File: src/sv/tlc_pkg.sv
// types and constants shared by the traffic light controller modules
// no dependencies
`default_nettype none

package tlc_pkg;

  localparam int unsigned CFG_W       = 14;
  localparam int unsigned DUR_W       = CFG_W + 1;
  localparam int unsigned SPEED_STEPS = 3;

  typedef enum logic [2:0] {
    ST_GREEN       = 3'd0,
    ST_GREEN_YEL   = 3'd1,
    ST_RED         = 3'd2,
    ST_NIGHT_YEL   = 3'd3,
    ST_NIGHT_OFF   = 3'd4,
    ST_ALARM_RED   = 3'd5,
    ST_ALARM_OFF   = 3'd6
  } light_t;

  typedef enum logic [1:0] {
    SPD_DOUBLE = 2'd0,
    SPD_NORMAL = 2'd1,
    SPD_HALF   = 2'd2,
    SPD_UNUSED = 2'd3
  } speed_t;

  typedef enum logic [1:0] {
    CFG_GREEN      = 2'd0,
    CFG_TRANSITION = 2'd1,
    CFG_RED        = 2'd2,
    CFG_BLINK      = 2'd3
  } cfg_idx_t;

  typedef struct packed {
    logic [CFG_W-1:0] green_ms;
    logic [CFG_W-1:0] transition_ms;
    logic [CFG_W-1:0] red_ms;
    logic [CFG_W-1:0] blink_ms;
  } tlc_cfg_t;

  typedef struct packed {
    light_t light;
    speed_t speed;
    logic   armed;
  } tlc_state_t;

  typedef struct packed {
    logic green;
    logic yellow;
    logic red;
  } tlc_lamps_t;

endpackage

`default_nettype wire

File: src/sv/traffic_light_controller_core.sv
// top level of the traffic light controller: input register, step logic, result register
// depends on tlc_pkg and tlc_step
`default_nettype none

// Seven-state traffic light controller (day, night blink, alarm blink) with a
// shared one-shot millisecond timer and a three-step speed index. Each input
// beat is one controller call and yields exactly one result beat. A beat is
// captured in an input register, the next state, lamps and timer update are
// computed combinationally from that register and the controller state, and the
// result lands in an output register; one beat is accepted every cycle while the
// result side keeps taking beats. The state update (state, speed index and timer
// start) is registered with each accepted beat, so consecutive beats can follow
// each other directly. Durations are written through cfg_we/cfg_index/cfg_wdata;
// the user must write them only while idle, as the block itself does not enforce it.
module traffic_light_controller_core
  import tlc_pkg::*;
#(
  parameter int unsigned TIME_WIDTH = 32
) (
  input  wire logic                  clk,
  input  wire logic                  rst_n,

  input  wire logic                  cfg_we,
  input  wire logic [1:0]            cfg_index,
  input  wire logic [CFG_W-1:0]      cfg_wdata,

  input  wire logic                  in_valid,
  output logic                       in_ready,
  input  wire logic                  in_mode_button,
  input  wire logic                  in_speed_button,
  input  wire logic [TIME_WIDTH-1:0] in_now_ms,

  output logic                       out_valid,
  input  wire logic                  out_ready,
  output logic                       out_led_green,
  output logic                       out_led_yellow,
  output logic                       out_led_red,
  output logic [2:0]                 out_next_state,
  output logic [1:0]                 out_speed_level
);

  tlc_cfg_t              cfg_r;

  logic                  in_vld_r;
  logic                  in_mode_r;
  logic                  in_speed_r;
  logic [TIME_WIDTH-1:0] in_now_r;

  tlc_state_t            st_r;
  tlc_state_t            st_nxt;
  logic [TIME_WIDTH-1:0] start_r;
  logic [TIME_WIDTH-1:0] start_nxt;
  tlc_lamps_t            lamps;

  logic                  out_vld_r;
  tlc_lamps_t            lamps_r;
  logic [2:0]            next_state_r;
  logic [1:0]            speed_level_r;

  logic                  out_free;
  logic                  fire;

  assign out_free = !out_vld_r || out_ready;
  assign fire     = in_vld_r && out_free;
  assign in_ready = !in_vld_r || out_free;

  always_ff @(posedge clk) begin
    if (!rst_n) begin
      cfg_r.green_ms      <= CFG_W'(3000);
      cfg_r.transition_ms <= CFG_W'(500);
      cfg_r.red_ms        <= CFG_W'(2000);
      cfg_r.blink_ms      <= CFG_W'(500);
    end else if (cfg_we) begin
      unique case (cfg_idx_t'(cfg_index))
        CFG_GREEN:      cfg_r.green_ms      <= cfg_wdata;
        CFG_TRANSITION: cfg_r.transition_ms <= cfg_wdata;
        CFG_RED:        cfg_r.red_ms        <= cfg_wdata;
        CFG_BLINK:      cfg_r.blink_ms      <= cfg_wdata;
        default:        ;
      endcase
    end
  end

  // input register
  always_ff @(posedge clk) begin
    if (!rst_n) begin
      in_vld_r <= 1'b0;
    end else if (in_ready) begin
      in_vld_r <= in_valid;
    end
  end

  always_ff @(posedge clk) begin
    if (in_valid && in_ready) begin
      in_mode_r  <= in_mode_button;
      in_speed_r <= in_speed_button;
      in_now_r   <= in_now_ms;
    end
  end

  tlc_step #(
    .TIME_WIDTH (TIME_WIDTH)
  ) u_step (
    .cfg          (cfg_r),
    .cur          (st_r),
    .cur_start    (start_r),
    .mode_button  (in_mode_r),
    .speed_button (in_speed_r),
    .now_ms       (in_now_r),
    .nxt          (st_nxt),
    .nxt_start    (start_nxt),
    .lamps        (lamps)
  );

  // controller state
  always_ff @(posedge clk) begin
    if (!rst_n) begin
      st_r.light <= ST_GREEN;
      st_r.speed <= SPD_DOUBLE;
      st_r.armed <= 1'b1;
      start_r    <= '0;
    end else if (fire) begin
      st_r    <= st_nxt;
      start_r <= start_nxt;
    end
  end

  // result register
  always_ff @(posedge clk) begin
    if (!rst_n) begin
      out_vld_r <= 1'b0;
    end else if (out_free) begin
      out_vld_r <= in_vld_r;
    end
  end

  always_ff @(posedge clk) begin
    if (fire) begin
      lamps_r       <= lamps;
      next_state_r  <= st_nxt.light;
      speed_level_r <= st_nxt.speed;
    end
  end

  assign out_valid       = out_vld_r;
  assign out_led_green   = lamps_r.green;
  assign out_led_yellow  = lamps_r.yellow;
  assign out_led_red     = lamps_r.red;
  assign out_next_state  = next_state_r;
  assign out_speed_level = speed_level_r;

endmodule

`default_nettype wire

File: src/sv/tlc_step.sv
// next-state, lamp and shared timer logic for one controller beat
// depends on tlc_pkg
`default_nettype none

module tlc_step
  import tlc_pkg::*;
#(
  parameter int unsigned TIME_WIDTH = 32
) (
  input  tlc_cfg_t              cfg,
  input  tlc_state_t            cur,
  input  logic [TIME_WIDTH-1:0] cur_start,
  input  logic                  mode_button,
  input  logic                  speed_button,
  input  logic [TIME_WIDTH-1:0] now_ms,
  output tlc_state_t            nxt,
  output logic [TIME_WIDTH-1:0] nxt_start,
  output tlc_lamps_t            lamps
);

  speed_t                spd;
  logic [CFG_W-1:0]      dur_base;
  logic [DUR_W-1:0]      dur;
  logic [TIME_WIDTH-1:0] start_eff;
  logic [TIME_WIDTH-1:0] elapsed;
  logic                  expired;
  logic                  use_timer;
  light_t                light_nxt;

  // speed index advances first, the new value scales this beat's duration
  always_comb begin
    spd = cur.speed;
    if (speed_button) begin
      unique case (cur.speed)
        SPD_NORMAL: spd = SPD_HALF;
        SPD_HALF:   spd = SPD_DOUBLE;
        default:    spd = SPD_NORMAL;
      endcase
    end else if (cur.speed == SPD_UNUSED) begin
      spd = SPD_DOUBLE;
    end
  end

  always_comb begin
    unique case (cur.light)
      ST_GREEN:     dur_base = cfg.green_ms;
      ST_GREEN_YEL: dur_base = cfg.transition_ms;
      ST_RED:       dur_base = cfg.red_ms;
      default:      dur_base = cfg.blink_ms;
    endcase
    unique case (spd)
      SPD_NORMAL: dur = {1'b0, dur_base};
      SPD_HALF:   dur = {2'b00, dur_base[CFG_W-1:1]};
      default:    dur = {dur_base, 1'b0};
    endcase
  end

  always_comb begin
    start_eff = cur.armed ? now_ms : cur_start;
    elapsed   = now_ms - start_eff;
    expired   = elapsed > {{(TIME_WIDTH-DUR_W){1'b0}}, dur};
  end

  always_comb begin
    lamps     = '0;
    light_nxt = ST_GREEN;
    use_timer = !mode_button;
    unique case (cur.light)
      ST_GREEN: begin
        lamps.green = 1'b1;
        light_nxt   = mode_button ? ST_NIGHT_YEL : (expired ? ST_GREEN_YEL : ST_GREEN);
      end
      ST_GREEN_YEL: begin
        lamps.green  = 1'b1;
        lamps.yellow = 1'b1;
        light_nxt    = mode_button ? ST_NIGHT_YEL : (expired ? ST_RED : ST_GREEN_YEL);
      end
      ST_RED: begin
        lamps.red = 1'b1;
        light_nxt = mode_button ? ST_NIGHT_YEL : (expired ? ST_GREEN : ST_RED);
      end
      ST_NIGHT_YEL: begin
        lamps.yellow = 1'b1;
        light_nxt    = mode_button ? ST_ALARM_RED : (expired ? ST_NIGHT_OFF : ST_NIGHT_YEL);
      end
      ST_NIGHT_OFF: begin
        light_nxt = mode_button ? ST_ALARM_RED : (expired ? ST_NIGHT_YEL : ST_NIGHT_OFF);
      end
      ST_ALARM_RED: begin
        lamps.red = 1'b1;
        light_nxt = mode_button ? ST_GREEN : (expired ? ST_ALARM_OFF : ST_ALARM_RED);
      end
      ST_ALARM_OFF: begin
        light_nxt = mode_button ? ST_GREEN : (expired ? ST_ALARM_RED : ST_ALARM_OFF);
      end
      default: begin
        // unused code: green lamp, back to green, timer untouched
        lamps.green = 1'b1;
        light_nxt   = ST_GREEN;
        use_timer   = 1'b0;
      end
    endcase
  end

  always_comb begin
    nxt.light = light_nxt;
    nxt.speed = spd;
    nxt.armed = use_timer ? expired : cur.armed;
    nxt_start = use_timer ? start_eff : cur_start;
  end

endmodule

`default_nettype wire

File: config.mk
export PLATFORM = sky130hd
export DESIGN_NAME = traffic_light_controller_core
export DESIGN_NICKNAME = d
export VERILOG_FILES = /design/src/sv/tlc_pkg.sv /design/src/sv/traffic_light_controller_core.sv /design/src/sv/tlc_step.sv
export SDC_FILE = /design/constraint.sdc
export NUM_CORES = 1
export LEC_CHECK = 0
export BUFFER_PORTS_ARGS = -buffer_cell sky130_fd_sc_hd__buf_2
export CORE_ASPECT_RATIO = 0.75
export CORE_MARGIN = 5
export CORE_UTILIZATION = 55
export CTS_BUF_LIST = sky130_fd_sc_hd__clkbuf_4 sky130_fd_sc_hd__clkbuf_8
export DETAILED_ROUTE_END_ITERATION = 12
export PLACE_DENSITY = 0.79
export SYNTH_ARGS = -nofsm -noshare
export SYNTH_HDL_FRONTEND = slang
export SYNTH_SLANG_ARGS = --single-unit
File: constraint.sdc
create_clock -name clk -period 8.5 [get_ports clk]
set_input_delay 1.275 -clock clk [delete_from_list [all_inputs] [get_ports clk]]
set_output_delay 1.275 -clock clk [all_outputs]
set_load 0.02 [all_outputs]
## Word level (Yosys, flattened, before mapping)

Cells that the tools add are included.

- Bits in registers: 138
- Latch bits: 0
- Bits in writable memories: 0
- ROM bits: 0
- Bits of input ports: 55
- Output and inout bits: 10
- Memories: 0

- Add/subtract/negate cells: 1
- $mul: 0
- Divide/modulo/power cells: 0
- Order comparisons: 1
- Equality and inequality tests: 14
- Shifts and indexed selects: 0
- Mux-type cells: 25
- Bitwise logic cells: 0
- Reductions and logical operators: 18

Operators with widths:

| operator | number |
|---|---|
| case mux 14 bit (3 select lines) | 1 |
| > comparator 32 x 15 -> 1 bit | 1 |
| two-way mux 32 bit | 1 |
| subtractor 32 bit | 1 |
| case mux 15 bit (2 select lines) | 1 |
| two-way mux 3 bit | 9 |
| case mux 3 bit (7 select lines) | 1 |
| two-way mux 2 bit | 6 |
| == test 2 bit (second input constant) | 5 |
| AND reduction 2 bit | 5 |
| == test 3 bit (second input constant) | 3 |
| OR reduction 7 bit | 1 |
| == test 2 x 1 -> 1 bit (second input constant) | 3 |
| == test 3 x 2 -> 1 bit (second input constant) | 2 |
| two-way mux 1 bit | 5 |
| OR reduction 5 bit | 1 |
| case mux 2 bit (2 select lines) | 1 |
| OR reduction 2 bit | 2 |
| == test 3 x 1 -> 1 bit (second input constant) | 1 |
| logical NOT 1 bit | 3 |
| logical NOT 3 bit | 1 |
| logical AND 1 bit | 2 |
| logical NOT 2 bit | 1 |
| logical OR 1 bit | 2 |

## Logic depth before layout (Yosys ltp)

- Word-level depth: 9
- Gate-level depth with buffers: 23
- Mapped depth without buffers: 21

## By module

From an unflattened synthesis, not the netlist that was laid out.

- Cell total of the unflattened synthesis: 1048
- Area total of the unflattened synthesis: 8921.1 µm²

By module, submodules not included:

| module | instances | cells each | area each (µm²) |
|---|---|---|---|
| traffic_light_controller_core | 1 | 431 | 4828.4 |
| tlc_step | 1 | 617 | 4092.7 |

## Worst setup path after synthesis

Ideal clock, no wire load.

- Path type: flip-flop to flip-flop
- From: reg st_r[0] (netlist bit)
- To: reg st_r[3] (netlist bit)
- Library setup time: 0.088 ns
- Arrival time: 4.574 ns
- Data required time: 8.412 ns
- Slack: 3.838 ns
- Stages on the path, launching flop included: 24
- Path buffers: 2
- Period minus slack after synthesis: 4.662 ns
- Cells stage by stage: dfxtp_1 > buf_6 > clkbuf_1 > mux2i_1 > ha_1 > a21oi_1 > a21oi_1 > nor2_1 > inv_1 > a21o_1 > a21oi_1 > xnor2_1 > ha_1 > a21o_1 > a21o_1 > a211o_1 > o211ai_1 > nand4_1 > a21oi_1 > nand3_1 > nor3_2 > nand4_2 > mux2_4 > a311oi_2

- Longest elaborated chain between the ends: 6
- Elaborated cells between the ends (all ways): 16
- Those cells by class: 1 x add/sub; 1 x order compare; 14 x mux

RTL lines:

| item | RTL line | text |
|---|---|---|
| from (decl) | traffic_light_controller_core.sv:49 | `tlc_state_t st_r;` |
| from (signal assigned) | traffic_light_controller_core.sv:123 | `st_r <= st_nxt;` |
| two-way mux 32 bit (*) | tlc_step.sv:59 | `start_eff = cur.armed ? now_ms : cur_start;` |
| subtractor 32 bit (*) | tlc_step.sv:60 | `elapsed = now_ms - start_eff;` |
| > comparator 32 x 15 -> 1 bit (*) | tlc_step.sv:61 | `expired = elapsed > {{(TIME_WIDTH-DUR_W){1'b0}}, dur};` |
| two-way mux 2 bit, or another cell as far along | tlc_step.sv:94 | `light_nxt = mode_button ? ST_GREEN : (expired ? ST_ALARM_RED : ST_ALARM_OFF);` |
| two-way mux 3 bit, or another cell as far along | tlc_step.sv:94 |  |
| case mux 3 bit (7 select lines) (*) | tlc_step.sv:68 | `unique case (cur.light)` |

Every way passes the cells marked *; elsewhere a longest branch is shown, timed or not.
A chain may end at the register's enable or synchronous reset.

## Worst setup path in the final report

- From: reg st_r[0] (netlist bit)
- To: reg st_r[3] (netlist bit)

- Longest elaborated chain between the ends: 6
- Elaborated cells between the ends (all ways): 16
- Those cells by class: 1 x add/sub; 1 x order compare; 14 x mux

RTL lines:

| item | RTL line | text |
|---|---|---|
| two-way mux 32 bit (*) | tlc_step.sv:59 |  |
| net u_step.start_eff[0] | tlc_step.sv:24 | `logic [TIME_WIDTH-1:0] start_eff;` |
| subtractor 32 bit (*) | tlc_step.sv:60 |  |
| > comparator 32 x 15 -> 1 bit (*) | tlc_step.sv:61 |  |
| two-way mux 2 bit, or another cell as far along | tlc_step.sv:94 |  |
| two-way mux 3 bit, or another cell as far along | tlc_step.sv:94 |  |
| case mux 3 bit (7 select lines) (*) | tlc_step.sv:68 |  |

The timed path passes the listed nets; every way through them passes the cells marked *.

==> summary.txt <==
Synth
  – Mean area per synthesized cell: 8.38 sq um
  – Synth Cell Area: 8380 sq um
  – Syn Nets: 1108
  – Top FF cell, synth: dfxtp_1
  – #FFs+latches synth: 138
  – Warnings, synthesis: 0
  – Seq/Total Area, Yosys: 0.380
  – Post-synth ARST share: 0
  – Syn Inst Count: 999
  – EDFF count, synth: 42
  – Distinct cells, synth: 72

Critical path
  – Buf/Inv on CP: 1
  – Critical path startpoint category: flip-flop
  – Critical path, cell by cell: buf_4, mux2_2, ha_1, fa_1, nor2b_1, o2111ai_1, nand2_1, a21o_1, a21oi_1, xnor2_1, ha_1, a21o_1, a21o_1, a211o_1, o211ai_1, nand4_1, a21oi_1, nand3_1, nor3_2, nand4_2, mux2_4, a311oi_2
  – CP max stage cell: dfxtp_2
  – CP Depth: 22
  – R2r worst-path depth: 22
  – Delay of the slowest critical-path stage: 0.68 ns
  – CP Capture Type: flip-flop
  – CP most frequent cell: a21o_1
  – Crit-path max FO: 20
  – Crit path DAT: 5.78 ns
  – CP delay by family, top: compound AO/OA/AOI/OAI gates
  – Setup CP Type: flip-flop to flip-flop
  – Critical Path RT: 8.88 ns

Clock network
  – Reg clk slew, reported paths: 0.08 ns
  – Hold Buf Count CTS: 0
  – CTS buffer count: 17
  – CTS tree: built
  – Post_cts resized: 0
  – Max Buffers Root-to-Sink: 2
  – CTS H-tree depth: 4
  – Root Buffer: clkbuf_8
  – Number of post-CTS setup repair buffers: 0
  – Worst skew pair latency: 0.46 ns
  – Clock sinks: 138

Global routing
  – Pin count of the biggest net entering global routing: 65
  – Vias in the first global route: 6845
  – Initial antenna violation count: 0
  – First-pass GRT wire length: 33.3 mm
  – Total Routing Usage GR: 0.227
  – GRT overflow: 0

Timing
  – RSZ-0062 raised after global routing: false
  – Slew headroom: 0.317
  – Actual slew at the worst max-slew pin: 1.02 ns
  – Final worst-path cycle share: 0.636
  – Setup WS post-layout: 3.10 ns
  – Setup TNS: 0 ns
  – Layout Skew: 0.0103 ns
  – Final-report max-slew violation count: 0
  – Post-route minimum period: 5.40 ns
  – WHS: 0.459 ns
  – Max Freq: 185 MHz
  – Hold Vio Cnt, Final: 0
  – Final setup fails: 0

Cells and area
  – ANT cells: 0
  – Final #Nets: 1133
  – Layout cell share with drive strength beyond 1: 0.124
  – P&R area growth vs syn: 8.37%
  – Most frequent cells in the layout: 168 x nand2_1, 113 x a21oi_1, 107 x nor2_1
  – Commonest non-fill, non-tap cell in the layout: nand2_1

Placement
  – Final GP Congestion: 0.914
  – Pre-CTS WS: 3.13 ns
  – # port buffers: 64
  – DPL Wire Length: 14.0 mm

Power
  – Pwr Density: 187 nW/um^2
  – Leakage: 0.00385 uW
  – Worst-case vdd ir drop: 0.136 mV

Floorplan
  – Die height: 117 um
  – Die Wd: 152 um
  – Starting Density: 0.555
  – Standard-cell rows: 39
  – Die footprint: 17800 sq um
  – Io pins: 65
  – Core ar.: 15100 sq um

Detailed routing
  – Via density: 5.88
  – Routed vias: 7300
  – Drt total wl: 19.8 mm
  – Initial drt markers: 565
  – Drt first pass iters: 5
  – # DRC: 0
  – DR WL/cell: 15.9 um
  – Routed Antenna Nets: 0

Min path
  – Hold path cells: 2
  – Min-delay worst type: flip-flop to flip-flop

Status
  – Status: completed

Run
  – Max cap viols: 0
[cells by family after synthesis]
| kind of cell | after synthesis | share of synthesized area |
|---|---|---|
| compound gates | 268 | 0.203 |
| xor+xnor | 22 | 0.0230 |
| fa+ha+maj | 54 | 0.0816 |
| buf+inv | 84 | 0.0491 |
| flops | 138 | 0.380 |
| mux | 42 | 0.0512 |
| simple gates | 391 | 0.212 |
[cell type report]
type | count | area [sq um]
fillers | 1306 | 6000
multi-input cells | 777 | 4790
flip-flops and latches | 138 | 3180
repair buffers | 73 | 388
clock buffers | 22 | 278
well taps | 205 | 256
clock inverters | 10 | 120
inverters | 17 | 63.8
[report_power, final]
| group | switching (uW) | leakage, uW | total (uW) | internal, uW |
|---|---|---|---|---|
| combinational | 250 | 0.00246 | 415 | 165 |
| sequential | 22.0 | 0.00119 | 735 | 713 |
| clock | 261 | 0.000201 | 544 | 282 |
[through the flow]
| step | std cells | total power (uW) | instance area [sq um] | utilization |
|---|---|---|---|---|
| after floorplan | 999 | 1070 | 8380 | - |
| after global placement | 1210 | 1150 | 8680 | 0.576 |
| after detailed placement | 1210 | 1160 | 8680 | 0.576 |
| after CTS | 1242 | 1700 | 9080 | 0.602 |
| after global routing | 1242 | 1790 | 9080 | 0.602 |
| final | 1242 | 1690 | 9080 | 0.602 |
[worst reg2reg max path: stages (launching register included)]
cell and delay, ns:
dfxtp_2 0.68, buf_4 0.43, mux2_2 0.40, ha_1 0.21
fa_1 0.41, nor2b_1 0.21, o2111ai_1 0.17, nand2_1 0.14
a21o_1 0.13, a21oi_1 0.07, xnor2_1 0.14, ha_1 0.21
a21o_1 0.17, a21o_1 0.17, a211o_1 0.29, o211ai_1 0.08
nand4_1 0.13, a21oi_1 0.17, nand3_1 0.10, nor3_2 0.19
nand4_2 0.23, mux2_4 0.37, a311oi_2 0.24
[synth_stat cells, drive strengths merged (4+ instances only)]
cell type / count / area share
xor2: 5 / 0.0052
nor3: 9 / 0.0060
o211ai: 7 / 0.0063
o21a: 7 / 0.0073
mux2: 4 / 0.0058
o21ai: 32 / 0.019
a21oi: 118 / 0.075
edfxtp: 42 / 0.15
nand3: 39 / 0.023
and3: 6 / 0.0045
nand4: 14 / 0.011
nand2: 168 / 0.075
nand2b: 4 / 0.0030
inv: 16 / 0.0072
xnor2: 17 / 0.018
clkbuf: 47 / 0.022
a31oi: 4 / 0.0030
nor2b: 6 / 0.0045
ha: 53 / 0.079
nor2: 107 / 0.048
or3: 5 / 0.0037
dfxtp: 96 / 0.23
mux2i: 38 / 0.045
buf: 20 / 0.019
nor4: 5 / 0.0045
a22oi: 27 / 0.024
a21o: 18 / 0.016
a211oi: 36 / 0.032
nand4b: 4 / 0.0042
and4: 5 / 0.0055
or4: 4 / 0.0036
[registers in the layout, summed over array words and instances (netlist names)]
name and count:
cfg_r 56, in_now_r 32, start_r 32, st_r 6, out_next_state 3, out_speed_level 2
in_mode_r 1, in_speed_r 1, in_vld_r 1, out_led_green 1, out_led_red 1, out_led_yellow 1
out_valid 1
[worst paths after layout]
kind              from        end  slack, ns
max            st_r[0]    st_r[3]       3.10
min          cfg_r[39]  cfg_r[39]       0.46
max reg2reg    st_r[0]    st_r[3]       3.10
min reg2reg  cfg_r[39]  cfg_r[39]       0.46
[routing by layer]
layer / track usage / vias to the layer above / routed length (um)
met4: 0.0736 / 0 / 394
met1: 0.324 / 3389 / 9700
met5: 0 / - / 0
li1: - / 3641 / -
met2: 0.340 / 246 / 8320
met3: 0.0577 / 24 / 1350
Power figures use the tool's default switching activity.
